[src/rtl/core/cpdr_pkg.sv]
// ----------------------------------------------------------------------------
// cpdr_pkg: shared types and constants
// cascade controller sequencer states, register indexes and format constants
// ----------------------------------------------------------------------------
package cpdr_pkg;

    localparam int DATA_WIDTH_DEF = 32;
    localparam int FRAC_BITS_DEF  = 16;
    localparam int NUM_REGS       = 8;
    localparam int REG_IDX_W      = 3;

    typedef enum logic [2:0] {
        REG_OUTER_KP  = 3'd0,
        REG_OUTER_KI  = 3'd1,
        REG_OUTER_KD  = 3'd2,
        REG_INNER_KP  = 3'd3,
        REG_INNER_KI  = 3'd4,
        REG_INNER_KD  = 3'd5,
        REG_OUTER_LIM = 3'd6,
        REG_INNER_LIM = 3'd7
    } t_reg_idx;

    typedef enum logic [3:0] {
        ST_IDLE,
        ST_ERR,
        ST_OUT_INT,
        ST_OUT_DER,
        ST_OUT_FLT,
        ST_OUT_MP,
        ST_OUT_MI,
        ST_OUT_MD,
        ST_INN_ERR,
        ST_INN_INT,
        ST_INN_DER,
        ST_INN_MP,
        ST_INN_MI,
        ST_INN_MD,
        ST_DONE
    } t_state;

    // multiplier / divider unit operation request
    typedef enum logic [1:0] {
        OP_QMUL,
        OP_DIV
    } t_op;

    typedef struct packed {
        logic start;
        t_op  op;
    } t_mul_ctl;

endpackage

[src/rtl/core/cpdr_if.sv]
// ----------------------------------------------------------------------------
// cpdr_in_if / cpdr_out_if: valid/ready channels
// input ticks and result transactions of the cascade controller
// ----------------------------------------------------------------------------
interface cpdr_in_if #(parameter int DATA_WIDTH = 32);
    logic                         valid;
    logic                         ready;
    logic signed [DATA_WIDTH-1:0] target;
    logic signed [DATA_WIDTH-1:0] measured;
    logic                         wrap_angle;
    logic                         outer_filter_on;
    logic                         inner_filter_on;
    modport source (output valid, target, measured, wrap_angle, outer_filter_on,
                    inner_filter_on, input ready);
    modport sink (input valid, target, measured, wrap_angle, outer_filter_on,
                  inner_filter_on, output ready);
endinterface

interface cpdr_out_if #(parameter int DATA_WIDTH = 32);
    logic                         valid;
    logic                         ready;
    logic signed [DATA_WIDTH-1:0] drive;
    logic signed [DATA_WIDTH-1:0] outer_command;
    modport source (output valid, drive, outer_command, input ready);
    modport sink (input valid, drive, outer_command, output ready);
endinterface

[src/rtl/core/cascade_pid_derived_rate.sv]
// ----------------------------------------------------------------------------
// cascade_pid_derived_rate: cascade PID with derived measurement rate
// outer angle loop feeding an inner rate loop, shared bit-serial arithmetic
// ----------------------------------------------------------------------------
// channel  dir  payload                                         handshake
// in       in   target, measured, wrap_angle, *_filter_on      valid/ready
// out      out  drive, outer_command                            valid/ready
// cfg      in   i_cfg_we, i_cfg_idx, i_cfg_data                write strobe
//
// each pass of the bit-serial multiply/divide unit issues the operation,
// runs its serial steps, finishes and hands the result back
// one tick is 8 passes (six gain products, two integrator divides by 500)
// plus sequencer steps, one more pass when the outer filter divide runs
// the sequencer handles one transaction at a time; the result register
// frees the sequencer, so the next tick starts while a result is held
// reset clears state, config registers and handshakes
module cascade_pid_derived_rate import cpdr_pkg::*; #(
    parameter int DATA_WIDTH = DATA_WIDTH_DEF,
    parameter int FRAC_BITS  = FRAC_BITS_DEF
) (
    input  logic                  i_clk,
    input  logic                  i_rst_n,
    input  logic                  i_cfg_we,
    input  logic [REG_IDX_W-1:0]  i_cfg_idx,
    input  logic [DATA_WIDTH-1:0] i_cfg_data,
    cpdr_in_if.sink               in_ch,
    cpdr_out_if.source            out_ch
);
    localparam int W  = DATA_WIDTH;
    localparam int AW = W + 4;
    localparam int XW = W + 12;
    localparam logic signed [XW-1:0] VMAX = XW'((65'sd1 <<< (W - 1)) - 65'sd1);
    localparam logic signed [XW-1:0] VMIN = -VMAX - XW'(1);
    localparam logic signed [XW-1:0] D180 = XW'(180) <<< FRAC_BITS;
    localparam logic signed [XW-1:0] D360 = XW'(360) <<< FRAC_BITS;

    function automatic logic signed [W-1:0] sat(input logic signed [XW-1:0] v);
        if (v > VMAX) return W'(VMAX);
        if (v < VMIN) return W'(VMIN);
        return W'(v);
    endfunction

    // config
    logic signed [W-1:0] r_cfg [NUM_REGS];
    always_ff @(posedge i_clk) begin
        if (!i_rst_n) begin
            for (int k = 0; k < NUM_REGS; k++) r_cfg[k] <= '0;
        end else if (i_cfg_we) begin
            if (i_cfg_idx == REG_OUTER_LIM || i_cfg_idx == REG_INNER_LIM) begin
                r_cfg[i_cfg_idx] <= {1'b0, i_cfg_data[W-2:0]};
            end else begin
                r_cfg[i_cfg_idx] <= i_cfg_data;
            end
        end
    end

    // state
    t_state r_st, n_st;
    logic signed [W-1:0] r_prev_m, r_oint, r_osm, r_prev_r, r_iint, r_ism;
    logic signed [W-1:0] n_prev_m, n_oint, n_osm, n_prev_r, n_iint, n_ism;
    // per-tick work registers
    logic signed [W-1:0] r_tgt, r_meas, r_e, r_d, r_ds, r_oc, r_rate;
    logic signed [W-1:0] n_tgt, n_meas, n_e, n_d, n_ds, n_oc, n_rate;
    // product sum kept wide, saturated once after the third term
    logic signed [XW-1:0] r_sum, n_sum;
    logic signed [W-1:0] r_ei, r_di, n_ei, n_di;
    logic r_wrap, r_of, r_if, n_wrap, n_of, n_if, r_wait, n_wait;
    logic r_ov, n_ov;
    logic signed [W-1:0] r_drv, r_ocmd, n_drv, n_ocmd;

    t_mul_ctl             mctl;
    logic signed [AW-1:0] ma;
    logic        [W-1:0]  mb;
    logic                 mbusy;
    logic signed [W-1:0]  mres;

    cpdr_serial_mac #(.DATA_WIDTH(W), .FRAC_BITS(FRAC_BITS)) u_mac (
        .i_clk(i_clk), .i_rst_n(i_rst_n), .i_ctl(mctl), .i_a(ma), .i_b(mb),
        .o_busy(mbusy), .o_res(mres)
    );

    logic signed [XW-1:0] tmp;
    logic signed [W-1:0]  lim;
    logic                 unit_done;

    assign in_ch.ready      = (r_st == ST_IDLE);
    assign out_ch.valid     = r_ov;
    assign out_ch.drive     = r_drv;
    assign out_ch.outer_command = r_ocmd;

    always_comb begin
        n_st = r_st;
        n_prev_m = r_prev_m; n_oint = r_oint; n_osm = r_osm;
        n_prev_r = r_prev_r; n_iint = r_iint; n_ism = r_ism;
        n_tgt = r_tgt; n_meas = r_meas; n_e = r_e; n_d = r_d; n_ds = r_ds;
        n_sum = r_sum; n_oc = r_oc; n_rate = r_rate; n_ei = r_ei; n_di = r_di;
        n_wrap = r_wrap; n_of = r_of; n_if = r_if; n_wait = r_wait;
        n_ov = r_ov; n_drv = r_drv; n_ocmd = r_ocmd;
        mctl = '{start: 1'b0, op: OP_QMUL};
        ma = '0; mb = '0; tmp = '0; lim = '0;
        // each unit step: issue once, then wait for completion
        unit_done = r_wait && !mbusy;
        if (r_ov && out_ch.ready) n_ov = 1'b0;
        unique case (r_st)
            ST_IDLE: begin
                if (in_ch.valid) begin
                    n_tgt = in_ch.target; n_meas = in_ch.measured;
                    n_wrap = in_ch.wrap_angle; n_of = in_ch.outer_filter_on;
                    n_if = in_ch.inner_filter_on;
                    n_st = ST_ERR;
                end
            end
            ST_ERR: begin
                tmp = XW'(r_tgt) - XW'(r_meas);
                n_e = sat(tmp);
                if (r_wrap) begin
                    if (XW'(n_e) > D180) n_e = sat(XW'(n_e) - D360);
                    else if (XW'(n_e) < -D180) n_e = sat(XW'(n_e) + D360);
                end
                n_d = sat((XW'(r_prev_m) - XW'(r_meas)) * XW'(500));
                n_prev_m = r_meas;
                n_st = ST_OUT_INT;
            end
            ST_OUT_INT: begin
                ma = AW'(r_e); mb = W'(500); lim = r_cfg[REG_OUTER_LIM];
                if (!r_wait) begin
                    mctl = '{start: 1'b1, op: OP_DIV}; n_wait = 1'b1;
                end else if (unit_done) begin
                    n_wait = 1'b0;
                    n_oint = sat(XW'(r_oint) + XW'(mres));
                    if (n_oint > lim) n_oint = lim;
                    else if (n_oint < -lim) n_oint = -lim;
                    n_st = ST_OUT_DER;
                end
            end
            ST_OUT_DER: begin
                n_ds = r_d;
                n_st = r_of ? ST_OUT_FLT : ST_OUT_MP;
            end
            ST_OUT_FLT: begin
                // 3*old + 7*d needs up to W+4 bits, divided unsaturated
                tmp = XW'(r_osm) * XW'(3) + XW'(r_d) * XW'(7);
                ma = AW'(tmp);
                mb = W'(10);
                if (!r_wait) begin
                    mctl = '{start: 1'b1, op: OP_DIV}; n_wait = 1'b1;
                end else if (unit_done) begin
                    n_wait = 1'b0;
                    n_osm = mres; n_ds = mres;
                    n_st = ST_OUT_MP;
                end
            end
            ST_OUT_MP: begin
                ma = AW'(r_e); mb = r_cfg[REG_OUTER_KP];
                if (!r_wait) begin
                    mctl = '{start: 1'b1, op: OP_QMUL}; n_wait = 1'b1;
                end else if (unit_done) begin
                    n_wait = 1'b0; n_sum = XW'(mres); n_st = ST_OUT_MI;
                end
            end
            ST_OUT_MI: begin
                ma = AW'(r_oint); mb = r_cfg[REG_OUTER_KI];
                if (!r_wait) begin
                    mctl = '{start: 1'b1, op: OP_QMUL}; n_wait = 1'b1;
                end else if (unit_done) begin
                    n_wait = 1'b0; n_sum = r_sum + XW'(mres);
                    n_st = ST_OUT_MD;
                end
            end
            ST_OUT_MD: begin
                ma = AW'(r_ds); mb = r_cfg[REG_OUTER_KD];
                if (!r_wait) begin
                    mctl = '{start: 1'b1, op: OP_QMUL}; n_wait = 1'b1;
                end else if (unit_done) begin
                    n_wait = 1'b0; n_oc = sat(r_sum + XW'(mres));
                    n_st = ST_INN_ERR;
                end
            end
            ST_INN_ERR: begin
                n_rate = sat(-XW'(r_d));
                n_ei = sat(XW'(r_oc) - XW'(n_rate));
                n_di = sat((XW'(r_prev_r) - XW'(n_rate)) * XW'(500));
                n_prev_r = n_rate;
                n_st = ST_INN_INT;
            end
            ST_INN_INT: begin
                ma = AW'(r_ei); mb = W'(500); lim = r_cfg[REG_INNER_LIM];
                if (!r_wait) begin
                    mctl = '{start: 1'b1, op: OP_DIV}; n_wait = 1'b1;
                end else if (unit_done) begin
                    n_wait = 1'b0;
                    n_iint = sat(XW'(r_iint) + XW'(mres));
                    if (n_iint > lim) n_iint = lim;
                    else if (n_iint < -lim) n_iint = -lim;
                    n_st = ST_INN_DER;
                end
            end
            ST_INN_DER: begin
                if (r_if) begin
                    // (old + di)/2 rounded away from zero
                    tmp = XW'(r_ism) + XW'(r_di);
                    if (tmp < 0) tmp = -((-tmp + XW'(1)) >>> 1);
                    else tmp = (tmp + XW'(1)) >>> 1;
                    n_ism = sat(tmp); n_di = n_ism;
                end
                n_st = ST_INN_MP;
            end
            ST_INN_MP: begin
                ma = AW'(r_ei); mb = r_cfg[REG_INNER_KP];
                if (!r_wait) begin
                    mctl = '{start: 1'b1, op: OP_QMUL}; n_wait = 1'b1;
                end else if (unit_done) begin
                    n_wait = 1'b0; n_sum = XW'(mres); n_st = ST_INN_MI;
                end
            end
            ST_INN_MI: begin
                ma = AW'(r_iint); mb = r_cfg[REG_INNER_KI];
                if (!r_wait) begin
                    mctl = '{start: 1'b1, op: OP_QMUL}; n_wait = 1'b1;
                end else if (unit_done) begin
                    n_wait = 1'b0; n_sum = r_sum + XW'(mres);
                    n_st = ST_INN_MD;
                end
            end
            ST_INN_MD: begin
                ma = AW'(r_di); mb = r_cfg[REG_INNER_KD];
                if (!r_wait) begin
                    mctl = '{start: 1'b1, op: OP_QMUL}; n_wait = 1'b1;
                end else if (unit_done) begin
                    n_wait = 1'b0; n_sum = r_sum + XW'(mres);
                    n_st = ST_DONE;
                end
            end
            ST_DONE: begin
                // result register must be free before handing over
                if (!r_ov || out_ch.ready) begin
                    n_ov = 1'b1; n_drv = sat(r_sum); n_ocmd = r_oc;
                    n_st = ST_IDLE;
                end
            end
            default: n_st = ST_IDLE;
        endcase
    end

    always_ff @(posedge i_clk) begin
        if (!i_rst_n) begin
            r_st <= ST_IDLE; r_wait <= 1'b0; r_ov <= 1'b0;
            r_prev_m <= '0; r_oint <= '0; r_osm <= '0;
            r_prev_r <= '0; r_iint <= '0; r_ism <= '0;
        end else begin
            r_st <= n_st; r_wait <= n_wait; r_ov <= n_ov;
            r_prev_m <= n_prev_m; r_oint <= n_oint; r_osm <= n_osm;
            r_prev_r <= n_prev_r; r_iint <= n_iint; r_ism <= n_ism;
        end
        r_tgt <= n_tgt; r_meas <= n_meas; r_e <= n_e; r_d <= n_d; r_ds <= n_ds;
        r_sum <= n_sum; r_oc <= n_oc; r_rate <= n_rate; r_ei <= n_ei;
        r_di <= n_di; r_wrap <= n_wrap; r_of <= n_of; r_if <= n_if;
        r_drv <= n_drv; r_ocmd <= n_ocmd;
    end

    // integrators stay at or below their clamps, a stalled result holds, an accepted tick starts
    a_oint: assert property (@(posedge i_clk) disable iff (!i_rst_n)
        (r_st == ST_OUT_DER) |-> (r_oint <= r_cfg[REG_OUTER_LIM]))
        else $error("outer integrator above limit");
    a_iint: assert property (@(posedge i_clk) disable iff (!i_rst_n)
        (r_st == ST_INN_DER) |-> (r_iint <= r_cfg[REG_INNER_LIM]))
        else $error("inner integrator above limit");
    a_outhold: assert property (@(posedge i_clk) disable iff (!i_rst_n)
        (r_ov && !out_ch.ready) |=> (r_ov && $stable(r_drv)))
        else $error("result dropped while stalled");
    a_accept: assert property (@(posedge i_clk) disable iff (!i_rst_n)
        (in_ch.valid && in_ch.ready) |=> (r_st == ST_ERR))
        else $error("accepted tick not started");
endmodule

[src/rtl/core/cpdr_serial_mac.sv]
// ----------------------------------------------------------------------------
// cpdr_serial_mac: bit-serial signed multiplier and constant divider
// one multiplier bit, or one quotient bit, per cycle
// ----------------------------------------------------------------------------
module cpdr_serial_mac import cpdr_pkg::*; #(
    parameter int DATA_WIDTH = DATA_WIDTH_DEF,
    parameter int FRAC_BITS  = FRAC_BITS_DEF
) (
    input  logic                         i_clk,
    input  logic                         i_rst_n,
    input  t_mul_ctl                     i_ctl,
    input  logic signed [DATA_WIDTH+3:0] i_a,
    input  logic        [DATA_WIDTH-1:0] i_b,
    output logic                         o_busy,
    output logic signed [DATA_WIDTH-1:0] o_res
);
    // qmul: |a|*|b| rounded >> FRAC_BITS, saturated, signed (a within DATA_WIDTH)
    // div: a / b rounded, ties away from zero (b positive, small)
    // dividend carries four guard bits so a filter sum needs no pre-saturation
    localparam int AW = DATA_WIDTH + 4;
    localparam int PW = 2 * DATA_WIDTH;
    localparam int CW = $clog2(AW + 1);
    localparam logic [PW-1:0] LMASK = PW'((65'd1 << (DATA_WIDTH - 1)) - 65'd1);

    logic [PW-1:0]         r_acc, n_acc;
    logic [PW-1:0]         r_mcand, n_mcand;
    logic [AW-1:0]         r_mplier, n_mplier;
    logic [CW-1:0]         r_cnt, n_cnt;
    logic                  r_busy, n_busy, r_neg, n_neg;
    t_op                   r_op, n_op;
    logic [DATA_WIDTH:0]   r_rem, n_rem;
    logic [DATA_WIDTH-1:0] r_b, n_b;
    logic signed [DATA_WIDTH-1:0] r_res, n_res;

    logic [AW-1:0]         abs_a;
    logic [DATA_WIDTH-1:0] abs_b;
    logic [PW-1:0]         rounded, lim;
    logic [DATA_WIDTH:0]   trial, rq;
    logic [DATA_WIDTH:0]   qres;

    always_comb begin
        abs_a = i_a[AW-1] ? AW'(-i_a) : i_a;
        abs_b = i_b[DATA_WIDTH-1] ? DATA_WIDTH'(-i_b) : i_b;
        n_acc = r_acc; n_mcand = r_mcand; n_mplier = r_mplier; n_cnt = r_cnt;
        n_busy = r_busy; n_neg = r_neg; n_op = r_op; n_rem = r_rem; n_b = r_b;
        n_res = r_res;
        rounded = (r_acc + (PW'(1) << (FRAC_BITS - 1))) >> FRAC_BITS;
        lim = r_neg ? LMASK + PW'(1) : LMASK;
        trial = {r_rem[DATA_WIDTH-1:0], r_mplier[AW-1]};
        // rounded quotient: quotient + (2*rem >= b)
        rq = {r_rem[DATA_WIDTH-1:0], 1'b0};
        qres = r_acc[DATA_WIDTH:0] + ((rq >= {1'b0, r_b}) ? 1'b1 : 1'b0);
        if (i_ctl.start) begin
            n_busy = 1'b1;
            n_op   = i_ctl.op;
            n_cnt  = '0;
            n_acc  = '0;
            n_rem  = '0;
            n_b    = i_b;
            if (i_ctl.op == OP_QMUL) begin
                n_neg    = i_a[AW-1] ^ i_b[DATA_WIDTH-1];
                n_mcand  = PW'(abs_a);
                n_mplier = AW'(abs_b);
            end else begin
                n_neg    = i_a[AW-1];
                n_mplier = abs_a;
            end
        end else if (r_busy) begin
            if (r_cnt == CW'(AW)) begin
                n_busy = 1'b0;
                unique case (r_op)
                    OP_QMUL: begin
                        if (rounded > lim) begin
                            n_res = r_neg ? DATA_WIDTH'(-lim) : DATA_WIDTH'(lim);
                        end else begin
                            n_res = r_neg ? DATA_WIDTH'(-rounded)
                                          : DATA_WIDTH'(rounded);
                        end
                    end
                    default: begin
                        n_res = r_neg ? DATA_WIDTH'(-qres) : DATA_WIDTH'(qres);
                    end
                endcase
            end else begin
                n_cnt = r_cnt + CW'(1);
                unique case (r_op)
                    OP_QMUL: begin
                        if (r_mplier[0]) n_acc = r_acc + r_mcand;
                        n_mcand  = r_mcand << 1;
                        n_mplier = r_mplier >> 1;
                    end
                    default: begin
                        n_mplier = r_mplier << 1;
                        if (trial >= {1'b0, r_b}) begin
                            n_rem = trial - {1'b0, r_b};
                            n_acc = {r_acc[PW-2:0], 1'b1};
                        end else begin
                            n_rem = trial;
                            n_acc = {r_acc[PW-2:0], 1'b0};
                        end
                    end
                endcase
            end
        end
    end

    always_ff @(posedge i_clk) begin
        if (!i_rst_n) begin
            r_busy <= 1'b0;
        end else begin
            r_busy <= n_busy;
        end
        r_acc <= n_acc; r_mcand <= n_mcand; r_mplier <= n_mplier; r_cnt <= n_cnt;
        r_neg <= n_neg; r_op <= n_op; r_rem <= n_rem; r_b <= n_b; r_res <= n_res;
    end

    assign o_busy = r_busy | i_ctl.start;
    assign o_res  = r_res;
endmodule
[src/flat_wrapper.sv]
// flat-port wrapper written by rule: the top's interface ports become plain ports
module cascade_pid_derived_rate_flat import cpdr_pkg::*;
#(
    parameter int DATA_WIDTH = DATA_WIDTH_DEF,
    parameter int FRAC_BITS  = FRAC_BITS_DEF
)
  (i_clk, i_rst_n, i_cfg_we, i_cfg_idx, i_cfg_data, in_ch_valid, in_ch_target, in_ch_measured, in_ch_wrap_angle, in_ch_outer_filter_on, in_ch_inner_filter_on, in_ch_ready, out_ch_valid, out_ch_drive, out_ch_outer_command, out_ch_ready);
  cpdr_in_if #(.DATA_WIDTH(DATA_WIDTH)) in_ch_i ();
  cpdr_out_if #(.DATA_WIDTH(DATA_WIDTH)) out_ch_i ();
  input  logic i_clk;
  input  logic i_rst_n;
  input  logic i_cfg_we;
  input  logic [REG_IDX_W-1:0] i_cfg_idx;
  input  logic [DATA_WIDTH-1:0] i_cfg_data;
  input wire logic [$bits(in_ch_i.valid)-1:0] in_ch_valid;
  input wire logic [$bits(in_ch_i.target)-1:0] in_ch_target;
  input wire logic [$bits(in_ch_i.measured)-1:0] in_ch_measured;
  input wire logic [$bits(in_ch_i.wrap_angle)-1:0] in_ch_wrap_angle;
  input wire logic [$bits(in_ch_i.outer_filter_on)-1:0] in_ch_outer_filter_on;
  input wire logic [$bits(in_ch_i.inner_filter_on)-1:0] in_ch_inner_filter_on;
  output wire logic [$bits(in_ch_i.ready)-1:0] in_ch_ready;
  output wire logic [$bits(out_ch_i.valid)-1:0] out_ch_valid;
  output wire logic [$bits(out_ch_i.drive)-1:0] out_ch_drive;
  output wire logic [$bits(out_ch_i.outer_command)-1:0] out_ch_outer_command;
  input wire logic [$bits(out_ch_i.ready)-1:0] out_ch_ready;
  assign in_ch_i.valid = in_ch_valid;
  assign in_ch_i.target = in_ch_target;
  assign in_ch_i.measured = in_ch_measured;
  assign in_ch_i.wrap_angle = in_ch_wrap_angle;
  assign in_ch_i.outer_filter_on = in_ch_outer_filter_on;
  assign in_ch_i.inner_filter_on = in_ch_inner_filter_on;
  assign in_ch_ready = in_ch_i.ready;
  assign out_ch_valid = out_ch_i.valid;
  assign out_ch_drive = out_ch_i.drive;
  assign out_ch_outer_command = out_ch_i.outer_command;
  assign out_ch_i.ready = out_ch_ready;
  cascade_pid_derived_rate #(.DATA_WIDTH(DATA_WIDTH), .FRAC_BITS(FRAC_BITS)) u_core (.i_clk(i_clk), .i_rst_n(i_rst_n), .i_cfg_we(i_cfg_we), .i_cfg_idx(i_cfg_idx), .i_cfg_data(i_cfg_data), .in_ch(in_ch_i), .out_ch(out_ch_i));
endmodule
[config.mk]
export PLATFORM = sky130hd
export DESIGN_NAME = cascade_pid_derived_rate_flat
export DESIGN_NICKNAME = d
export VERILOG_FILES = /design/src/rtl/core/cpdr_pkg.sv /design/src/rtl/core/cpdr_if.sv /design/src/rtl/core/cascade_pid_derived_rate.sv /design/src/rtl/core/cpdr_serial_mac.sv /design/src/flat_wrapper.sv
export SDC_FILE = /design/constraint.sdc
export NUM_CORES = 2
export LEC_CHECK = 0
export ABC_AREA = 0
export BUFFER_PORTS_ARGS = -buffer_cell sky130_fd_sc_hd__buf_2
export CORE_MARGIN = 2
export CORE_UTILIZATION = 30
export DETAILED_ROUTE_END_ITERATION = 12
export GPL_TIMING_DRIVEN = 0
export PLACE_DENSITY = 0.48
export SLEW_MARGIN = 25
export SYNTH_ARGS = -nofsm -noshare
export SYNTH_HDL_FRONTEND = slang
export SYNTH_SLANG_ARGS = --single-unit
[constraint.sdc]
create_clock -name i_clk -period 22.9 [get_ports i_clk]
set_input_delay 3.435 -clock i_clk [delete_from_list [all_inputs] [get_ports i_clk]]
set_output_delay 3.435 -clock i_clk [all_outputs]
set_load 0.005 [all_outputs]
==> results by group <==
Timing
  – Slew Viols, Final: 0
  – Final worst slack: 8.340 ns
  – TNS Setup: 0 ns
  – Fin crit share: 63.58%
  – RSZ-0062 raised after global routing: no
  – Slew headroom: 26.13%
  – Clock Skews: 0.09519 ns
  – Worst hold slack: 0.4573 ns
  – Setup violators final: 0
  – Final hold vios: 0
  – Tightest Pin Transition: 1.104 ns
  – Crit path time final: 14.56 ns
  – FMAX: 68.68 MHz

Place
  – GPL Wtd Cong: 0.9845
  – IO Port Bufs: 172
  – DP Cell Count: 15180
  – Detailed placement HPWL: 314.1 mm
  – Worst slack at placement: 8.490 ns

Drt
  – DRC: 0
  – Vias: 84610
  – DR iter-0 viols: 7420
  – Initial DRT Pass Iterations: 7
  – WL met1: 165.1 mm
  – Vias per cell: 5.477
  – Routed met3 length: 23.10 mm
  – Wire length per cell: 24.85 microns
  – Post-route ant nets: 0
  – Total Routed Length: 383.9 mm
  – Top Metal Used: met5
  – Wire length on met2: 174.1 mm

Floorplan
  – Die ar.: 324200 sq um
  – Total core area: 318100 sq um
  – Cell Rows: 207
  – Initial core utilization: 30.16%
  – Num ports: 173
  – Die height: 569.4 microns
  – Die width: 569.4 microns

Yosys
  – Post-synth top cells: inv_1 (900), ha_1 (893), nand2_1 (890), a21oi_1 (808), edfxtp_1 (788)
  – Post-synthesis async set-or-reset flop share: 0%
  – Synth area leader: edfxtp_1
  – Avg Synthesized Cell Area: 8.900 sq um
  – Synthesized area: 95910 sq um
  – Synth Flop Type: edfxtp_1
  – Cells after Synth: 10780
  – Top-count cell post-synth: inv_1
  – Register bit count reported by yosys: 1089
  – Synth area leaders: edfxtp_1 (25%), ha_1 (12%), fa_1 (6.3%)
  – Ys Warns: 0
  – Number of flops mapped to enable cells by yosys: 788
  – Share of the synthesized area in the top cell type: 24.67%
  – Post-synthesis sequential area ratio: 30.95%
  – Unique cell type count in the Yosys netlist: 141

Clock tree
  – Clk sinks: 1089
  – TritonCTS clock tree: built
  – H-tree depth: 4
  – Post-CTS setup buffers: 0
  – CTS clk-pin slew, worst paths: 0.06 ns
  – Clk root buf: clkbuf_16
  – Clock buffer depth: 4
  – Hold_buf cts: 0
  – Skew-Pair Late Insertion Delay: 0.86 ns
  – Cts bufs inserted: 146
  – Post-CTS resize count: 0

Global routing
  – GRT Residual Overflow: 0
  – Tot GR Track Use: 22.96%
  – Largest net degree at the start of global routing: 57
  – Vias in the first global route: 82750
  – Initial antenna violation count: 26
  – Global-route wire length before repair: 555.4 mm

Final layout
  – Fin cells: 15450
  – Area grow syn2layout: 12.34%
  – Layout Nets: 12460
  – Share of layout cells above drive strength 1: 6.812%

Outcome
  – Outcome: finished clean

Setup path
  – Critical Path RT: 23.46 ns
  – Critical path's slowest cell: edfxtp_1
  – Setup Crit Path Kind: register to register
  – Crit path max fanout: 10
  – Critical Path Sink Type: register
  – Critical Path Source Type: register
  – Arr. time, crit path: 15.12 ns
  – Worst path max stage delay: 0.82 ns

Run
  – Max-cap viol count: 0

Worst hold path
  – Hold WC Path Type: register to register
## sequential cells by signal, indices dropped and copies added, names as in the netlist, 36 cells and up
| name | cells |
|---|---|
| u_core.r_cfg | 256 |
| u_core.u_mac.r_acc | 64 |
| u_core.u_mac.r_mcand | 64 |
| u_core.r_sum | 44 |
| u_core.u_mac.r_mplier | 36 |
## metrics by stage
stage / utilization [%] / area [sq um]
after detailed placement: 32.43 / 103100
after global routing: 33.87 / 107700
after floorplan: - / 95920
after CTS: 33.85 / 107700
final: 33.88 / 107700
after global placement: 32.07 / 102000
## critical path, delay by kind of cell, from the launching register on
| kind | cells | cell delay (ns) |
|---|---|---|
| AO/OA/AOI/OAI | 16 | 5.09 |
| adder cells (fa/ha/maj) | 8 | 3.20 |
| AND/OR/NAND/NOR | 10 | 2.71 |
| buffers and inverters | 8 | 1.66 |
| flip-flops | 1 | 0.82 |
| XOR/XNOR | 3 | 0.79 |
## cell type report
type                    instances  area (sq um)
fillers                     32860        210300
diodes                          8         20.02
plain buffers                 432          1765
repair buffers                226          1763
flip-flops and latches       1089         29690
inverters                     911          3420
clock inverters                77         670.6
clock buffers                 179          3859
multi-input cells            8346         61330
well taps                    4180          5230
## final timing paths
check / from / cells past startpoint / end / slack (ns)
worst max-delay path: u_core.r_d[1] / 45 / u_core.r_di[13] / 8.34
worst min-delay path: u_core.r_prev_m[21] / 2 / u_core.r_prev_m[21] / 0.46
worst max register to register: u_core.r_d[1] / 45 / u_core.r_di[13] / 8.34
worst min register to register: u_core.r_prev_m[21] / 2 / u_core.r_prev_m[21] / 0.46
## kinds of logic (layout without fill, tap and decap cells)
group / count (synthesis) / in the layout / share of synthesized area [%]
and+or+nand+nor: 3161 / 3161 / 16.51
AOI/OAI and AO/OA: 3147 / 3147 / 21.28
muxes: 97 / 97 / 1.050
adders and majority gates: 1220 / 1220 / 18.23
xor gates and xnor gates: 719 / 719 / 6.581
buffers and inverters: 1343 / 1825 / 5.389
other: 1 / 10 / 0.003910
DFF: 1089 / 1089 / 30.95
## layout by cell type (no fill, tap or decap), types with 116 or more instances in the layout
cell type / netlist / final
inv_1: 900 / 899
ha_1: 893 / 893
nand2_1: 890 / 888
a21oi_1: 808 / 805
edfxtp_1: 788 / 788
o21ai_0: 782 / 774
nor2_1: 649 / 645
xnor2_1: 446 / 443
clkbuf_1: 342 / 359
and2_1: 333 / 333
fa_1: 303 / 303
dfxtp_1: 301 / 301
a21o_1: 290 / 290
xor2_1: 271 / 271
nand3_1: 267 / 267
buf_2: 31 / 212
nor3_1: 208 / 206
a211oi_1: 151 / 149
clkbuf_16: 0 / 147
nand2b_1: 134 / 132
nand4_1: 118 / 118
a22oi_1: 116 / 116
## metal layers
metal | vias up | global-route usage [%]
li1 | 39780 | -
met1 | 41460 | 30.02
met2 | 2701 | 37.21
met3 | 669 | 3.038
met4 | 6 | 11.23
met5 | - | 0
Power is not shown: default switching activity piles up to over one toggle a cycle in this logic, so the estimate is an artifact.
